[src/rdc_pkg.sv]
`timescale 1ns / 1ps

package rdc_pkg;

	// Field widths.
	localparam int VALUE_W = 63;
	localparam int RADIX_W = 5;
	localparam int DIGIT_W = 4;
	localparam int CHAR_W  = 7;

	// Digit storage sizing.
	localparam int MAX_DIGITS = 64;
	localparam int IDX_W      = $clog2(MAX_DIGITS);
	localparam int CNT_W      = $clog2(MAX_DIGITS + 1);

	// Two banks of digits, one being filled while the other drains.
	localparam int RAM_DEPTH = 2 * MAX_DIGITS;
	localparam int RAM_AW    = IDX_W + 1;

	// Long division: the working word is the value padded to a whole number of chunks.
	localparam int DIV_STEP = 8;
	localparam int WORK_W   = ((VALUE_W + DIV_STEP - 1) / DIV_STEP) * DIV_STEP;
	localparam int PHASES   = WORK_W / DIV_STEP;
	localparam int PHASE_W  = $clog2(PHASES);

	// Radix limits and reset value.
	localparam logic [RADIX_W-1:0] RADIX_MIN   = RADIX_W'(2);
	localparam logic [RADIX_W-1:0] RADIX_MAX   = RADIX_W'(16);
	localparam logic [RADIX_W-1:0] RADIX_RESET = RADIX_W'(10);

	// ASCII anchors.
	localparam logic [CHAR_W-1:0] CHAR_ZERO = CHAR_W'(8'h30);
	localparam logic [CHAR_W-1:0] CHAR_A    = CHAR_W'(8'h41);

	// One finished conversion waiting to be emitted.
	typedef struct packed {
		logic             bank;
		logic [CNT_W-1:0] cnt;
	} job_t;

	// Queue status seen by both sides.
	typedef struct packed {
		logic empty;
		logic full;
	} qstat_t;

	// Digit memory write request.
	typedef struct packed {
		logic               en;
		logic [RAM_AW-1:0]  addr;
		logic [DIGIT_W-1:0] data;
	} ram_wr_t;

	// Digit memory read request.
	typedef struct packed {
		logic              en;
		logic [RAM_AW-1:0] addr;
	} ram_rd_t;

	// Map a digit to its ASCII character.
	function automatic logic [CHAR_W-1:0] glyph(input logic [DIGIT_W-1:0] d);
		logic [CHAR_W-1:0] c;
		if (d < DIGIT_W'(10)) begin
			c = CHAR_ZERO + CHAR_W'(d);
		end else begin
			c = CHAR_A + CHAR_W'(d - DIGIT_W'(10));
		end
		return c;
	endfunction

endpackage

[src/radix_digit_converter_core.sv]
`timescale 1ns / 1ps

// Converts a 63-bit unsigned value to ASCII digits in the base held in the radix
// register (2 to 16; 0 and 1 act as 2, 17 and up act as 16), most significant digit
// first, one digit per strobe, with last set on the final digit; zero gives "0".
// Results leave on strobe for exactly one cycle and cannot be held off. The divider
// works 8 quotient bits per cycle, and a request keeps the front busy until all of its
// digits are divided (up to 63 for radix 2, 19 for radix 10, 16 for radix 16). The
// digits then stream out at one per cycle. When no earlier digits are still leaving,
// the finished conversion passes through the job queue and the back's idle state into
// a registered memory read that raises the first strobe. Otherwise it waits until the
// earlier run has left and the back is idle again, while the next request is divided.
// Up to two finished conversions can wait for output; busy stays high while a
// conversion is running or both are waiting. Write the radix only while idle.
module radix_digit_converter_core import rdc_pkg::*; (
	input  logic               clk,
	input  logic               arst_n,
	input  logic               cfg_we,
	input  logic [RADIX_W-1:0] cfg_wdata,
	input  logic               start,
	output logic               busy,
	input  logic [VALUE_W-1:0] value,
	output logic               strobe,
	output logic [CHAR_W-1:0]  digit_char,
	output logic               last
);

	logic [RADIX_W-1:0] radix_q;
	logic [RADIX_W-1:0] base;
	qstat_t             qstat;
	ram_wr_t            wr;
	ram_rd_t            rd;
	logic               push;
	logic               pop;
	job_t               push_job;
	job_t               head;
	logic [DIGIT_W-1:0] rdata;

	// Radix register.
	always_ff @(posedge clk or negedge arst_n) begin
		if (!arst_n) begin
			radix_q <= RADIX_RESET;
		end else if (cfg_we) begin
			radix_q <= cfg_wdata;
		end
	end

	// Clamp the register into the supported range.
	always_comb begin
		if (radix_q < RADIX_MIN) begin
			base = RADIX_MIN;
		end else if (radix_q > RADIX_MAX) begin
			base = RADIX_MAX;
		end else begin
			base = radix_q;
		end
	end

	rdc_front u_front (
		.clk      (clk),
		.arst_n   (arst_n),
		.start    (start),
		.value    (value),
		.base     (base),
		.qstat    (qstat),
		.busy     (busy),
		.wr       (wr),
		.push     (push),
		.push_job (push_job)
	);

	rdc_ram #(
		.WIDTH (DIGIT_W),
		.DEPTH (RAM_DEPTH)
	) u_ram (
		.clk   (clk),
		.we    (wr.en),
		.waddr (wr.addr),
		.wdata (wr.data),
		.re    (rd.en),
		.raddr (rd.addr),
		.rdata (rdata)
	);

	rdc_jobq u_jobq (
		.clk      (clk),
		.arst_n   (arst_n),
		.push     (push),
		.push_job (push_job),
		.pop      (pop),
		.head     (head),
		.qstat    (qstat)
	);

	rdc_back u_back (
		.clk        (clk),
		.arst_n     (arst_n),
		.qstat      (qstat),
		.head       (head),
		.pop        (pop),
		.rd         (rd),
		.rdata      (rdata),
		.strobe     (strobe),
		.digit_char (digit_char),
		.last       (last)
	);

	// A finished conversion never arrives at a full queue.
	a_no_overflow: assert property (@(posedge clk) disable iff (!arst_n)
		!(push && qstat.full))
		else $error("conversion pushed into a full queue");

	// The back never releases a conversion that is not queued.
	a_no_underflow: assert property (@(posedge clk) disable iff (!arst_n)
		!(pop && qstat.empty))
		else $error("queue popped while empty");

	// A new request is never taken while both banks are claimed.
	a_accept_bank_free: assert property (@(posedge clk) disable iff (!arst_n)
		(start && !busy) |-> !qstat.full)
		else $error("request accepted with both digit banks in use");

	// No digit is emitted directly after the final digit of a run.
	a_gap_after_last: assert property (@(posedge clk) disable iff (!arst_n)
		(strobe && last) |=> !strobe)
		else $error("digit emitted directly after the final digit of a run");

endmodule

[src/rdc_ram.sv]
`timescale 1ns / 1ps

module rdc_ram #(
	parameter int WIDTH = 4,
	parameter int DEPTH = 128
) (
	input  logic                     clk,
	input  logic                     we,
	input  logic [$clog2(DEPTH)-1:0] waddr,
	input  logic [WIDTH-1:0]         wdata,
	input  logic                     re,
	input  logic [$clog2(DEPTH)-1:0] raddr,
	output logic [WIDTH-1:0]         rdata
);

	logic [WIDTH-1:0] mem_q [DEPTH];

	// One write port and one registered read port.
	always_ff @(posedge clk) begin
		if (we) begin
			mem_q[waddr] <= wdata;
		end
		if (re) begin
			rdata <= mem_q[raddr];
		end
	end

endmodule

[src/rdc_front.sv]
`timescale 1ns / 1ps

module rdc_front import rdc_pkg::*; (
	input  logic               clk,
	input  logic               arst_n,
	input  logic               start,
	input  logic [VALUE_W-1:0] value,
	input  logic [RADIX_W-1:0] base,
	input  qstat_t             qstat,
	output logic               busy,
	output ram_wr_t            wr,
	output logic               push,
	output job_t               push_job
);

	typedef enum logic [1:0] {
		F_IDLE = 2'b01,
		F_DIV  = 2'b10
	} front_state_t;

	front_state_t        state_q;
	logic [WORK_W-1:0]   work_q;
	logic [DIGIT_W-1:0]  rem_q;
	logic [RADIX_W-1:0]  base_q;
	logic [PHASE_W-1:0]  phase_q;
	logic [CNT_W-1:0]    cnt_q;
	logic                bank_q;

	logic                accept;
	logic                digit_done;
	logic                conv_done;
	logic [DIGIT_W-1:0]  rem_nxt;
	logic [DIV_STEP-1:0] qbits;
	logic [WORK_W-1:0]   work_nxt;
	logic [RADIX_W-1:0]  trial;
	logic [CNT_W-1:0]    cnt_inc;

	assign accept = start && !busy;
	assign busy   = (state_q != F_IDLE) || qstat.full;

	// Restoring division of one chunk of the working word, most significant bit first.
	always_comb begin
		rem_nxt = rem_q;
		qbits   = '0;
		trial   = '0;
		for (int i = 0; i < DIV_STEP; i++) begin
			trial = {rem_nxt, work_q[WORK_W-1-i]};
			if (trial >= base_q) begin
				trial                 = trial - base_q;
				qbits[DIV_STEP-1-i]   = 1'b1;
			end
			rem_nxt = trial[DIGIT_W-1:0];
		end
		work_nxt = {work_q[WORK_W-DIV_STEP-1:0], qbits};
	end

	// A digit is final after the last chunk; the run ends on a zero quotient or a full store.
	assign digit_done = (state_q == F_DIV) && (phase_q == PHASE_W'(PHASES - 1));
	assign cnt_inc    = cnt_q + CNT_W'(1);
	assign conv_done  = digit_done && ((work_nxt == '0) || (cnt_inc == CNT_W'(MAX_DIGITS)));

	assign wr.en   = digit_done;
	assign wr.addr = {bank_q, cnt_q[IDX_W-1:0]};
	assign wr.data = rem_nxt;

	assign push          = conv_done;
	assign push_job.bank = bank_q;
	assign push_job.cnt  = cnt_inc;

	// Control state.
	always_ff @(posedge clk or negedge arst_n) begin
		if (!arst_n) begin
			state_q <= F_IDLE;
			phase_q <= '0;
			cnt_q   <= '0;
			bank_q  <= 1'b0;
		end else begin
			case (state_q)
				F_IDLE: begin
					if (accept) begin
						state_q <= F_DIV;
						phase_q <= '0;
						cnt_q   <= '0;
					end
				end
				F_DIV: begin
					phase_q <= phase_q + PHASE_W'(1);
					if (digit_done) begin
						cnt_q <= cnt_inc;
					end
					if (conv_done) begin
						state_q <= F_IDLE;
						bank_q  <= !bank_q;
					end
				end
				default: begin
					state_q <= F_IDLE;
				end
			endcase
		end
	end

	// Datapath registers.
	always_ff @(posedge clk) begin
		if (accept) begin
			work_q <= WORK_W'(value);
			rem_q  <= '0;
			base_q <= base;
		end else if (state_q == F_DIV) begin
			work_q <= work_nxt;
			rem_q  <= digit_done ? '0 : rem_nxt;
		end
	end

endmodule

[src/rdc_jobq.sv]
`timescale 1ns / 1ps

module rdc_jobq import rdc_pkg::*; (
	input  logic   clk,
	input  logic   arst_n,
	input  logic   push,
	input  job_t   push_job,
	input  logic   pop,
	output job_t   head,
	output qstat_t qstat
);

	job_t       ent_q [2];
	logic       wptr_q;
	logic       rptr_q;
	logic [1:0] count_q;

	assign head        = ent_q[rptr_q];
	assign qstat.empty = (count_q == 2'd0);
	assign qstat.full  = (count_q == 2'd2);

	// Pointers and occupancy.
	always_ff @(posedge clk or negedge arst_n) begin
		if (!arst_n) begin
			wptr_q  <= 1'b0;
			rptr_q  <= 1'b0;
			count_q <= 2'd0;
		end else begin
			if (push) begin
				wptr_q <= !wptr_q;
			end
			if (pop) begin
				rptr_q <= !rptr_q;
			end
			case ({push, pop})
				2'b10:   count_q <= count_q + 2'd1;
				2'b01:   count_q <= count_q - 2'd1;
				default: count_q <= count_q;
			endcase
		end
	end

	// Entry storage.
	always_ff @(posedge clk) begin
		if (push) begin
			ent_q[wptr_q] <= push_job;
		end
	end

endmodule

[src/rdc_back.sv]
`timescale 1ns / 1ps

module rdc_back import rdc_pkg::*; (
	input  logic               clk,
	input  logic               arst_n,
	input  qstat_t             qstat,
	input  job_t               head,
	output logic               pop,
	output ram_rd_t            rd,
	input  logic [DIGIT_W-1:0] rdata,
	output logic               strobe,
	output logic [CHAR_W-1:0]  digit_char,
	output logic               last
);

	typedef enum logic [1:0] {
		B_IDLE = 2'b01,
		B_RUN  = 2'b10
	} back_state_t;

	back_state_t      state_q;
	logic             bank_q;
	logic [IDX_W-1:0] idx_q;
	logic             valid_s1;
	logic             last_s1;

	logic             at_end;

	assign at_end = (idx_q == '0);

	// Read the stored digits from the top index down.
	assign rd.en   = (state_q == B_RUN);
	assign rd.addr = {bank_q, idx_q};
	assign pop     = (state_q == B_RUN) && at_end;

	// Memory data arrives in the cycle after the read, together with its marks.
	assign strobe     = valid_s1;
	assign last       = last_s1;
	assign digit_char = glyph(rdata);

	always_ff @(posedge clk or negedge arst_n) begin
		if (!arst_n) begin
			state_q  <= B_IDLE;
			valid_s1 <= 1'b0;
			last_s1  <= 1'b0;
		end else begin
			valid_s1 <= (state_q == B_RUN);
			last_s1  <= (state_q == B_RUN) && at_end;
			case (state_q)
				B_IDLE: begin
					if (!qstat.empty) begin
						state_q <= B_RUN;
					end
				end
				B_RUN: begin
					if (at_end) begin
						state_q <= B_IDLE;
					end
				end
				default: begin
					state_q <= B_IDLE;
				end
			endcase
		end
	end

	// Index and bank of the run being emitted.
	always_ff @(posedge clk) begin
		if (state_q == B_IDLE) begin
			bank_q <= head.bank;
			idx_q  <= IDX_W'(head.cnt - CNT_W'(1));
		end else if (state_q == B_RUN) begin
			idx_q <= idx_q - IDX_W'(1);
		end
	end

endmodule
[config.mk]
export PLATFORM = sky130hd
export DESIGN_NAME = radix_digit_converter_core
export DESIGN_NICKNAME = d
export VERILOG_FILES = /design/src/rdc_pkg.sv /design/src/radix_digit_converter_core.sv /design/src/rdc_ram.sv /design/src/rdc_front.sv /design/src/rdc_jobq.sv /design/src/rdc_back.sv
export SDC_FILE = /design/constraint.sdc
export NUM_CORES = 1
export LEC_CHECK = 0
export BUFFER_PORTS_ARGS = -buffer_cell sky130_fd_sc_hd__buf_4
export CAP_MARGIN = 20
export CORE_ASPECT_RATIO = 0.5
export CORE_MARGIN = 5
export CORE_UTILIZATION = 40
export CTS_CLUSTER_SIZE = 8
export DETAILED_ROUTE_END_ITERATION = 16
export PLACE_DENSITY = 0.56
export SYNTH_ARGS = -nofsm -noshare
export SYNTH_HDL_FRONTEND = slang
export SYNTH_HIERARCHICAL = 1
export SYNTH_SLANG_ARGS = --single-unit
[constraint.sdc]
create_clock -name clk -period 18.7 [get_ports clk]
set_input_delay 3.74 -clock clk [delete_from_list [all_inputs] [get_ports clk]]
set_output_delay 3.74 -clock clk [all_outputs]
set_load 0.02 [all_outputs]
==> impl_metrics.py, run 1 <==
metrics = {
    "setup_path": {
        "cp.required_ns": 18.99,
        "critPathMaxFanout": 74,
        "critical_path.slowest_cell": "sky130_fd_sc_hd__buf_4",
        "worst_ep_arrival_time_ns": 12.71,
        "setup.worst_path.class": "flop to flop",
        "path_delay_family": "compound AO/OA/AOI/OAI gates",
        "cell_seen_most_often_among_critical_path_stages": "sky130_fd_sc_hd__ha_1",
        "setup.worst_path.start_class": "flop",
        "path_buf_inv": 5,
        "cp_slowest_stage_delay_ns": 0.71,
        "critPathCaptureType": "flop",
    },
    "clock_tree": {
        "tritoncts_num_sinks": 636,
        "cts-root-buf": "sky130_fd_sc_hd__clkbuf_16",
        "ctsLongestPathBuffers": 3,
        "clkLatencyLatePin_ns": 0.61,
        "clkTransAtPathRegs_ns": 0.05,
        "cts_hold_buf": 0,
        "clock_tree_from_tritoncts": "built",
        "numCtsBuffers": 89,
        "htree_levels": 3,
        "post_cts_resized": 0,
        "post-cts-setup-buffers": 0,
    },
    "sta": {
        "final_max_slew_viols": 0,
        "achievable-frequency_mhz": 80.6,
        "fin_setup_tns_ns": 0,
        "grt_setup_unrepaired": "false",
        "post-route-worst-setup-slack_ns": 6.29,
        "tightest_slew_ns": 1.08,
        "finalClockSkew_ns": 0.0195,
        "slew_headroom_pct": 28.0,
        "clock_period_minus_worst_slack_ns": 12.41,
        "final_hold_viol_count": 0,
        "min_period_over_period_pct": 66.4,
        "setup_viol": 0,
    },
    "logic_synthesis": {
        "syn-num-nets": 1758,
        "syn_area_per_cell_um2": 16.9,
        "total_of_warnings_raised_by_yosys": 6,
        "post_synth_inst_count": 1627,
        "syn_area_mm2": 0.0274,
    },
    "die": {
        "die_area_mm2": 0.0742,
        "die_h_um": 195,
        "chipWidth_um": 380,
        "fp-row-count": 67,
        "initial_core_util_pct": 40.7,
        "ios": 82,
        "placeableCoreArea_mm2": 0.0674,
    },
    "finish": {
        "antenna-diode-count": 0,
        "ratio_of_cells_with_drive_above_1_in_the_final_layout_pct": 24.0,
        "final_design_area_no_fill_mm2": 0.0315,
        "nNetsFinal": 1871,
        "layout-area-overhead-vs-synth_pct": 14.8,
    },
    "job": {
        "drv_cap": 0,
    },
    "worst_hold_path": {
        "hold_path.class": "flop to flop",
    },
    "global_routing": {
        "grt_overflow_total": 0,
        "groute.usage.overall_pct": 16.6,
        "antenna_found_initial": 3,
        "grt_start_max_net_pins": 132,
        "first_pass_grt_wire_length_mm": 94.1,
        "grt_pass1_vias": 14900,
    },
    "route": {
        "drc_violation_total_after_the_first_tritonroute_iteration": 1105,
        "finalWirelength_mm": 61.4,
        "viasPerCell": 5.43,
        "number_of_iterations_in_the_first_detailed_routing_pass": 6,
        "ant_nets": 0,
        "detailroute.via_count": 14400,
        "routed_wire_length_per_instance_um": 23.1,
        "post-route-drc-count": 0,
    },
    "place": {
        "detailed_place.area_mm2": 0.0290,
        "place_hpwl_mm": 38.3,
        "globalplace.congestion": 0.796,
        "detailedPlace.worstSlack_ns": 6.21,
        "placement.io_buffers": 81,
    },
    "run_status": {
        "outcome": "completed",
    },
}
[path summary, 6_finish.rpt]
check / start / to / slack, ns / depth (start not counted)
worst max-delay path: u_front/base_q[1]$_DFFE_PP_ / u_ram/mem_q[25][0]$_DFFE_PP_ / 6.29 / 44
worst min-delay path: u_jobq/count_q[1]$_DFFE_PN0P_ / u_jobq/count_q[1]$_DFFE_PN0P_ / 0.50 / 1
worst max register to register: u_front/base_q[1]$_DFFE_PP_ / u_ram/mem_q[25][0]$_DFFE_PP_ / 6.29 / 44
worst min register to register: u_jobq/count_q[1]$_DFFE_PN0P_ / u_jobq/count_q[1]$_DFFE_PN0P_ / 0.50 / 1
max in group asynchronous: arst_n / u_back/state_q[0]$_DFFE_PN1P_ / 15.35 / 1
min in group asynchronous: arst_n / u_front/state_q[1]$_DFFE_PN0P_ / 3.04 / 1
[metrics by stage]
step | instances | hold WS, ns | utilization, %
final | 2657 | 0.498 | 46.7
after global routing | 2657 | 0.508 | 46.7
after CTS | 2655 | 0.492 | 46.6
after detailed placement | 2544 | 0.481 | 43.0
after global placement | 2544 | 0.471 | 43.0
after floorplan | 1627 | 0.444 | -
[worst reg2reg max path: cells and delay by family (launching register included)]
family          cells  cell delay (ns)
simple gates        2             0.26
mux                 6             2.07
flops               1             0.65
compound gates     23             4.77
fa+ha+maj           8             2.55
buf+inv             5             1.77
[sequential cells by signal (all words and copies together) (netlist names), 2 cells and up]
name,cells
u_front/base_q,5
u_ram/mem_q,512
u_ram/rdata,4
u_front/rem_q,4
u_front/state_q,2
u_jobq/ent_q,14
u_back/idx_q,6
u_jobq/count_q,2
u_front/phase_q,3
u_back/state_q,2
u_front/cnt_q,7
u_front/work_q,64
radix_q,5
[per-layer routing]
metal	global-route usage [%]	routed length, µm	part of all wire, %	up-vias
li1	-	-	-	6498
met1	23.9	28100	46	7411
met2	25.9	28500	46	423
met3	3.81	3820	6.2	84
met4	3.96	1060	1.7	0
met5	0	0	0	-
[layout make-up]
| class | count | area (µm²) |
|---|---|---|
| Clock buffer | 109 | 2410 |
| Clock inverter | 2 | 46.3 |
| Fill cell | 5821 | 35900 |
| Inverter | 43 | 161 |
| Multi-Input combinational cell | 868 | 8000 |
| Sequential cell | 636 | 18900 |
| Tap cell | 897 | 1120 |
| Timing Repair Buffer | 102 | 831 |
[cells in the final DEF (no fill, tap or decap), drive strengths merged, types with 3 or more instances in the layout]
master,n
ha,51
o21ai,27
mux2,33
buf,102
nor2,163
edfxtp,605
nor3,14
nand2,211
xnor2,21
a21oi,29
nand2b,9
dfrtp,22
or3,3
mux4,168
dfstp,4
nor4,15
a22o,4
inv,43
clkbuf,109
mux2i,9
fa,8
nand3,24
a31oi,7
nor2b,12
a21o,17
dfxtp,5
nand4,7
xor2,15
Power of run 1 is not shown: default switching activity piles up to over one toggle a cycle in this logic, so the estimate is an artifact.
==> inputs of run 2 (changes only) <==
- ABC_AREA: unset -> 1
- clock period: 18.7 -> 11.8 ns (I/O delays scaled with it)
==> impl_metrics.py, run 2 <==
metrics = {
    "clock_tree": {
        "numCtsBuffers": 89,
        "clkTransAtPathRegs_ns": 0.05,
        "ctsLongestPathBuffers": 3,
        "cts_hold_buf": 0,
        "cts-root-buf": "sky130_fd_sc_hd__clkbuf_16",
        "clkLatencyLatePin_ns": 0.63,
        "htree_levels": 3,
        "tritoncts_num_sinks": 636,
        "clock_tree_from_tritoncts": "built",
    },
    "global_routing": {
        "grt_overflow_total": 0,
        "first_pass_grt_wire_length_mm": 114,
        "groute.usage.overall_pct": 18.5,
        "antenna_found_initial": 0,
        "grt_pass1_vias": 20100,
        "grt_start_max_net_pins": 200,
    },
    "setup_path": {
        "setup.worst_path.class": "flop to flop",
        "worstReg2RegEnd": "u_ram/mem_q[88][1]$_DFFE_PP_",
        "cp_slowest_stage_delay_ns": 0.57,
        "cp.required_ns": 12.19,
        "worst_ep_arrival_time_ns": 11.06,
        "reg2reg_depth": 69,
        "setup.worst_path.start_class": "flop",
        "critPathCaptureType": "flop",
        "critPathMaxFanout": 64,
        "r2r_setup_slack_ns": 1.13,
        "critical_path.slowest_cell": "sky130_fd_sc_hd__nand2_4",
        "worstReg2RegStart": "u_front/base_q[1]$_DFFE_PP_",
        "cell_seen_most_often_among_critical_path_stages": "sky130_fd_sc_hd__nand2_1",
    },
    "sta": {
        "final_max_slew_viols": 0,
        "setup_viol": 0,
        "fin_setup_tns_ns": 0,
        "slew_headroom_pct": 23.6,
        "clock_period_minus_worst_slack_ns": 10.67,
        "tightest_slew_ns": 1.14,
        "achievable-frequency_mhz": 93.8,
        "min_period_over_period_pct": 90.4,
        "finalClockSkew_ns": 0.0343,
        "final_hold_viol_count": 0,
    },
    "logic_synthesis": {
        "total_of_warnings_raised_by_yosys": 6,
        "syn-num-nets": 2958,
        "syn_area_mm2": 0.0292,
        "post_synth_inst_count": 2827,
        "syn_area_per_cell_um2": 10.3,
    },
    "finish": {
        "commonest_cells_after_routing_fill_and_taps_aside": "sky130_fd_sc_hd__nand2_1 (988), sky130_fd_sc_hd__edfxtp_1 (605), sky130_fd_sc_hd__nand3_1 (497)",
        "regMostFlops": "u_ram/mem_q",
        "finish.cell_count_without_fillers": 3906,
        "final_util_pct": 45.5,
        "largest_register_ff_count": 512,
        "layout-area-overhead-vs-synth_pct": 13.1,
        "ratio_of_cells_with_drive_above_1_in_the_final_layout_pct": 9.72,
        "top_regs": "u_ram/mem_q: 512 flops, u_front/work_q: 64 flops, u_jobq/ent_q: 14 flops",
        "nNetsFinal": 3026,
        "final_design_area_no_fill_mm2": 0.0331,
        "layout_commonest_cell": "sky130_fd_sc_hd__nand2_1",
    },
    "die": {
        "chipWidth_um": 392,
        "die_h_um": 201,
        "initial_core_util_pct": 40.2,
        "placeableCoreArea_mm2": 0.0728,
        "die_area_mm2": 0.0790,
        "fp-row-count": 70,
        "ios": 82,
    },
    "route": {
        "finalWirelength_mm": 73.1,
        "viasPerCell": 5.14,
        "ant_nets": 0,
        "drc_violation_total_after_the_first_tritonroute_iteration": 1793,
        "post-route-drc-count": 0,
        "detailroute.via_count": 20100,
        "number_of_iterations_in_the_first_detailed_routing_pass": 5,
        "routed_wire_length_per_instance_um": 18.7,
    },
    "worst_hold_path": {
        "timing.hold.worst_endpoint": "u_front/rem_q[3]$_SDFFE_PP0P_",
        "hold_path.class": "flop to flop",
        "hold_depth": 2,
        "min-delay-start": "u_front/rem_q[3]$_SDFFE_PP0P_",
    },
    "place": {
        "post-place-cells": 3764,
        "place_hpwl_mm": 44.4,
        "globalplace.congestion": 0.815,
        "detailed_place.area_mm2": 0.0305,
        "placement.io_buffers": 81,
    },
    "job": {
        "drv_cap": 0,
    },
    "run_status": {
        "outcome": "completed",
    },
}
==> run 2: critical path, delay by kind of cell, from the launching register on <==
kind / cells / cell delay (ns)
AO/OA/AOI/OAI: 4 / 0.59
adder cells (fa/ha/maj): 8 / 2.47
buffers and inverters: 10 / 1.31
flip-flops: 1 / 0.54
AND/OR/NAND/NOR: 47 / 5.44
==> run 2: final cells by class <==
class	count	area (µm²)
clock inverters	5	103
fillers	6768	39700
inverters	142	547
diodes	1	2.50
clock buffers	124	2400
flip-flops and latches	636	18900
repair buffers	124	1010
well taps	972	1220
multi-input cells	1902	8880
==> run 2: how the worst max path moves through the flow <==
stage,startpoint,to,slack [ns],cells past startpoint
after floorplan,u_front/base_q[1]$_DFFE_PP_,u_ram/mem_q[0][3]$_DFFE_PP_,1.29,70
after global placement,u_front/base_q[1]$_DFFE_PP_,u_jobq/ent_q[0][4]$_DFFE_PP_,1.04,75
after detailed placement,u_front/base_q[1]$_DFFE_PP_,u_jobq/ent_q[0][3]$_DFFE_PP_,0.73,75
after CTS,u_front/base_q[1]$_DFFE_PP_,u_jobq/ent_q[0][0]$_DFFE_PP_,0.64,74
after global routing,u_front/base_q[1]$_DFFE_PP_,u_jobq/count_q[1]$_DFFE_PN0P_,-0.03,79
final,u_front/base_q[1]$_DFFE_PP_,u_ram/mem_q[88][1]$_DFFE_PP_,1.13,69
==> run 2: per-stage QoR <==
stage | hold slack, ns | setup WS, ns
final | 0.459 | 1.13
after global routing | 0.480 | -0.0327
after detailed placement | 0.452 | 0.729
after floorplan | 0.433 | 1.29
after global placement | 0.452 | 1.04
after CTS | 0.462 | 0.644
==> run 2: layer usage <==
| layer | vias to the layer above | track usage, % | wire [µm] |
|---|---|---|---|
| met5 | - | 0.0606 | 0 |
| met4 | 0 | 5.12 | 1610 |
| met3 | 103 | 4.19 | 5010 |
| met2 | 617 | 29.3 | 33300 |
| met1 | 9647 | 25.7 | 33100 |
| li1 | 9720 | - | - |
==> run 2: timing repair <==
item	in CTS	in global routing
resized for setup	0	2
setup buffers	0	12
setup endpoints to repair	0	271
Power of run 2 is left out for the same reason.
==> inputs of run 3 (changes only) <==
--- a/config.mk
+++ b/config.mk
@@ -16,2 +16,3 @@
 export PLACE_DENSITY = 0.56
+export REMOVE_ABC_BUFFERS = 1
 export SYNTH_ARGS = -nofsm -noshare
==> constraint.sdc (replaced) <==
create_clock -name clk -period 11.8 [get_ports clk]
set_input_delay 2.95 -clock clk [delete_from_list [all_inputs] [get_ports clk]]
set_output_delay 2.95 -clock clk [all_outputs]
set_load 0.02 [all_outputs]
==> impl_metrics.py, run 3 (synthesized netlist as in run 2, its figures left out) <==
metrics = {
    "place": {
        "detailed_place.area_mm2": 0.0304,
        "globalplace.congestion": 0.838,
        "detailedPlace.worstSlack_ns": 0.838,
        "place_hpwl_mm": 44.2,
        "placement.io_buffers": 81,
    },
    "sta": {
        "grt_setup_unrepaired": "false",
        "post-route-worst-setup-slack_ns": 1.20,
        "clock_period_minus_worst_slack_ns": 10.60,
        "final_max_slew_viols": 0,
        "tightest_slew_ns": 1.14,
        "finalClockSkew_ns": 0.0304,
        "final_hold_viol_count": 0,
        "setup_viol": 0,
        "achievable-frequency_mhz": 94.3,
        "fin_worst_hold_slack_ns": 0.471,
        "min_period_over_period_pct": 89.9,
        "slew_headroom_pct": 23.6,
    },
    "setup_path": {
        "worst_ep_arrival_time_ns": 11.11,
        "critPathMaxFanout": 10,
        "critical_path.slowest_cell": "sky130_fd_sc_hd__ha_1",
        "reg2reg_depth": 79,
        "critPathCaptureType": "flop",
        "cp_slowest_stage_delay_ns": 0.38,
        "setup.worst_path.start_class": "flop",
        "setup.worst_path.class": "flop to flop",
        "cell_seen_most_often_among_critical_path_stages": "sky130_fd_sc_hd__nand2_1",
        "cp.required_ns": 12.31,
    },
    "route": {
        "routed_wire_length_per_instance_um": 19.0,
        "number_of_iterations_in_the_first_detailed_routing_pass": 7,
        "finalWirelength_mm": 73.4,
        "viasPerCell": 5.21,
        "drc_violation_total_after_the_first_tritonroute_iteration": 1912,
        "ant_nets": 0,
        "post-route-drc-count": 0,
        "detailroute.via_count": 20200,
    },
    "finish": {
        "ratio_of_cells_with_drive_above_1_in_the_final_layout_pct": 9.37,
        "layout-area-overhead-vs-synth_pct": 12.4,
        "final_design_area_no_fill_mm2": 0.0329,
        "commonest_cells_after_routing_fill_and_taps_aside": "sky130_fd_sc_hd__nand2_1 (988), sky130_fd_sc_hd__edfxtp_1 (605), sky130_fd_sc_hd__nand3_1 (497)",
        "layout_commonest_cell": "sky130_fd_sc_hd__nand2_1",
        "nNetsFinal": 3013,
        "nFillCells": 6788,
        "regMostFlops": "u_ram/mem_q",
        "largest_register_ff_count": 512,
        "top_regs": "u_ram/mem_q: 512 flops, u_front/work_q: 64 flops, u_jobq/ent_q: 14 flops",
        "final_util_pct": 45.2,
        "antenna-diode-count": 0,
    },
    "die": {
        "initial_core_util_pct": 40.2,
        "fp-row-count": 70,
        "placeableCoreArea_mm2": 0.0728,
        "chipWidth_um": 392,
        "die_area_mm2": 0.0790,
        "die_h_um": 201,
        "ios": 82,
    },
    "global_routing": {
        "grt_pass1_vias": 19700,
        "globalRouteMet2Util_pct": 29.1,
        "grt_overflow_total": 0,
        "grt.busiest_layer": "met2",
        "first_pass_grt_wire_length_mm": 114,
        "grt_start_max_net_pins": 109,
        "groute.usage.overall_pct": 18.5,
        "met3_usage_in_global_routing_pct": 3.19,
        "antenna_found_initial": 0,
        "grt_use_met1_pct": 26.1,
    },
    "clock_tree": {
        "clkLatencyLatePin_ns": 0.64,
        "tritoncts_num_sinks": 636,
        "numCtsBuffers": 89,
        "clock_tree_from_tritoncts": "built",
        "htree_levels": 3,
        "cts-root-buf": "sky130_fd_sc_hd__clkbuf_16",
        "cts_hold_buf": 0,
        "clkTransAtPathRegs_ns": 0.05,
        "ctsLongestPathBuffers": 3,
    },
    "worst_hold_path": {
        "hold_depth": 2,
        "hold_path.class": "flop to flop",
    },
    "run_status": {
        "outcome": "completed",
    },
    "job": {
        "drv_cap": 0,
    },
}
## run 3: cell count changes in the layout (fill, tap and decap cells not counted), moves of 2 or more
cell	delta
sky130_fd_sc_hd__clkbuf_16	-2
sky130_fd_sc_hd__clkinv_2	+2
sky130_fd_sc_hd__clkbuf_1	-19
sky130_fd_sc_hd__inv_6	+2
sky130_fd_sc_hd__inv_1	+2
sky130_fd_sc_hd__buf_8	+2
sky130_fd_sc_hd__buf_4	-14
## run 3: layout make-up
cell class | instances | area [µm²] | area share (%)
Multi-Input combinational cell | 1902 | 8880 | 27.0
Timing Repair Buffer | 111 | 911 | 2.77
Inverter | 142 | 544 | 1.66
Clock buffer | 103 | 2280 | 6.93
Sequential cell | 636 | 18900 | 57.5
Tap cell | 972 | 1220 | 3.70
Clock inverter | 8 | 125 | 0.380
## run 3: worst paths after layout
| check | slack (ns) | to | start |
|---|---|---|---|
| min in group asynchronous | 2.22 | u_back/state_q[1]$_DFFE_PN0P_ | arst_n |
| hold / removal | 0.47 | radix_q[1]$_DFFE_PN1P_ | radix_q[1]$_DFFE_PN1P_ |
| setup / recovery | 1.20 | u_jobq/count_q[1]$_DFFE_PN0P_ | u_front/base_q[2]$_DFFE_PP_ |
| max in group asynchronous | 9.26 | u_front/state_q[0]$_DFFE_PN1P_ | arst_n |
| setup reg to reg | 1.20 | u_jobq/count_q[1]$_DFFE_PN0P_ | u_front/base_q[2]$_DFFE_PP_ |
| hold reg to reg | 0.47 | radix_q[1]$_DFFE_PN1P_ | radix_q[1]$_DFFE_PN1P_ |
## run 3: worst max-delay path, delay by kind of cell, from the launching register on
family | cells | cell delay, ns
compound gates | 3 | 0.54
flops | 1 | 0.36
simple gates | 55 | 5.49
buf+inv | 12 | 1.25
fa+ha+maj | 9 | 2.85
## run 3: per-stage QoR
stage | std cells | TNS (ns)
finish | 3874 | 0
CTS | 3872 | 0
floorplan | 2680 | -319.27
global placement | 3759 | 0
global route | 3874 | 0
detailed placement | 3761 | 0
## run 3: routing by layer
| metal | part of all wire, % | wire, µm |
|---|---|---|
| met3 | 5.7 | 4220 |
| met2 | 46 | 33600 |
| met4 | 2.8 | 2040 |
| met5 | 0 | 0 |
| met1 | 46 | 33600 |
## run 3: repair_timing
action	CTS	global route
endpoints found under the setup margin	0	38
resized for setup	0	1
buffers inserted	0	1
Power of run 3 is left out for the same reason.
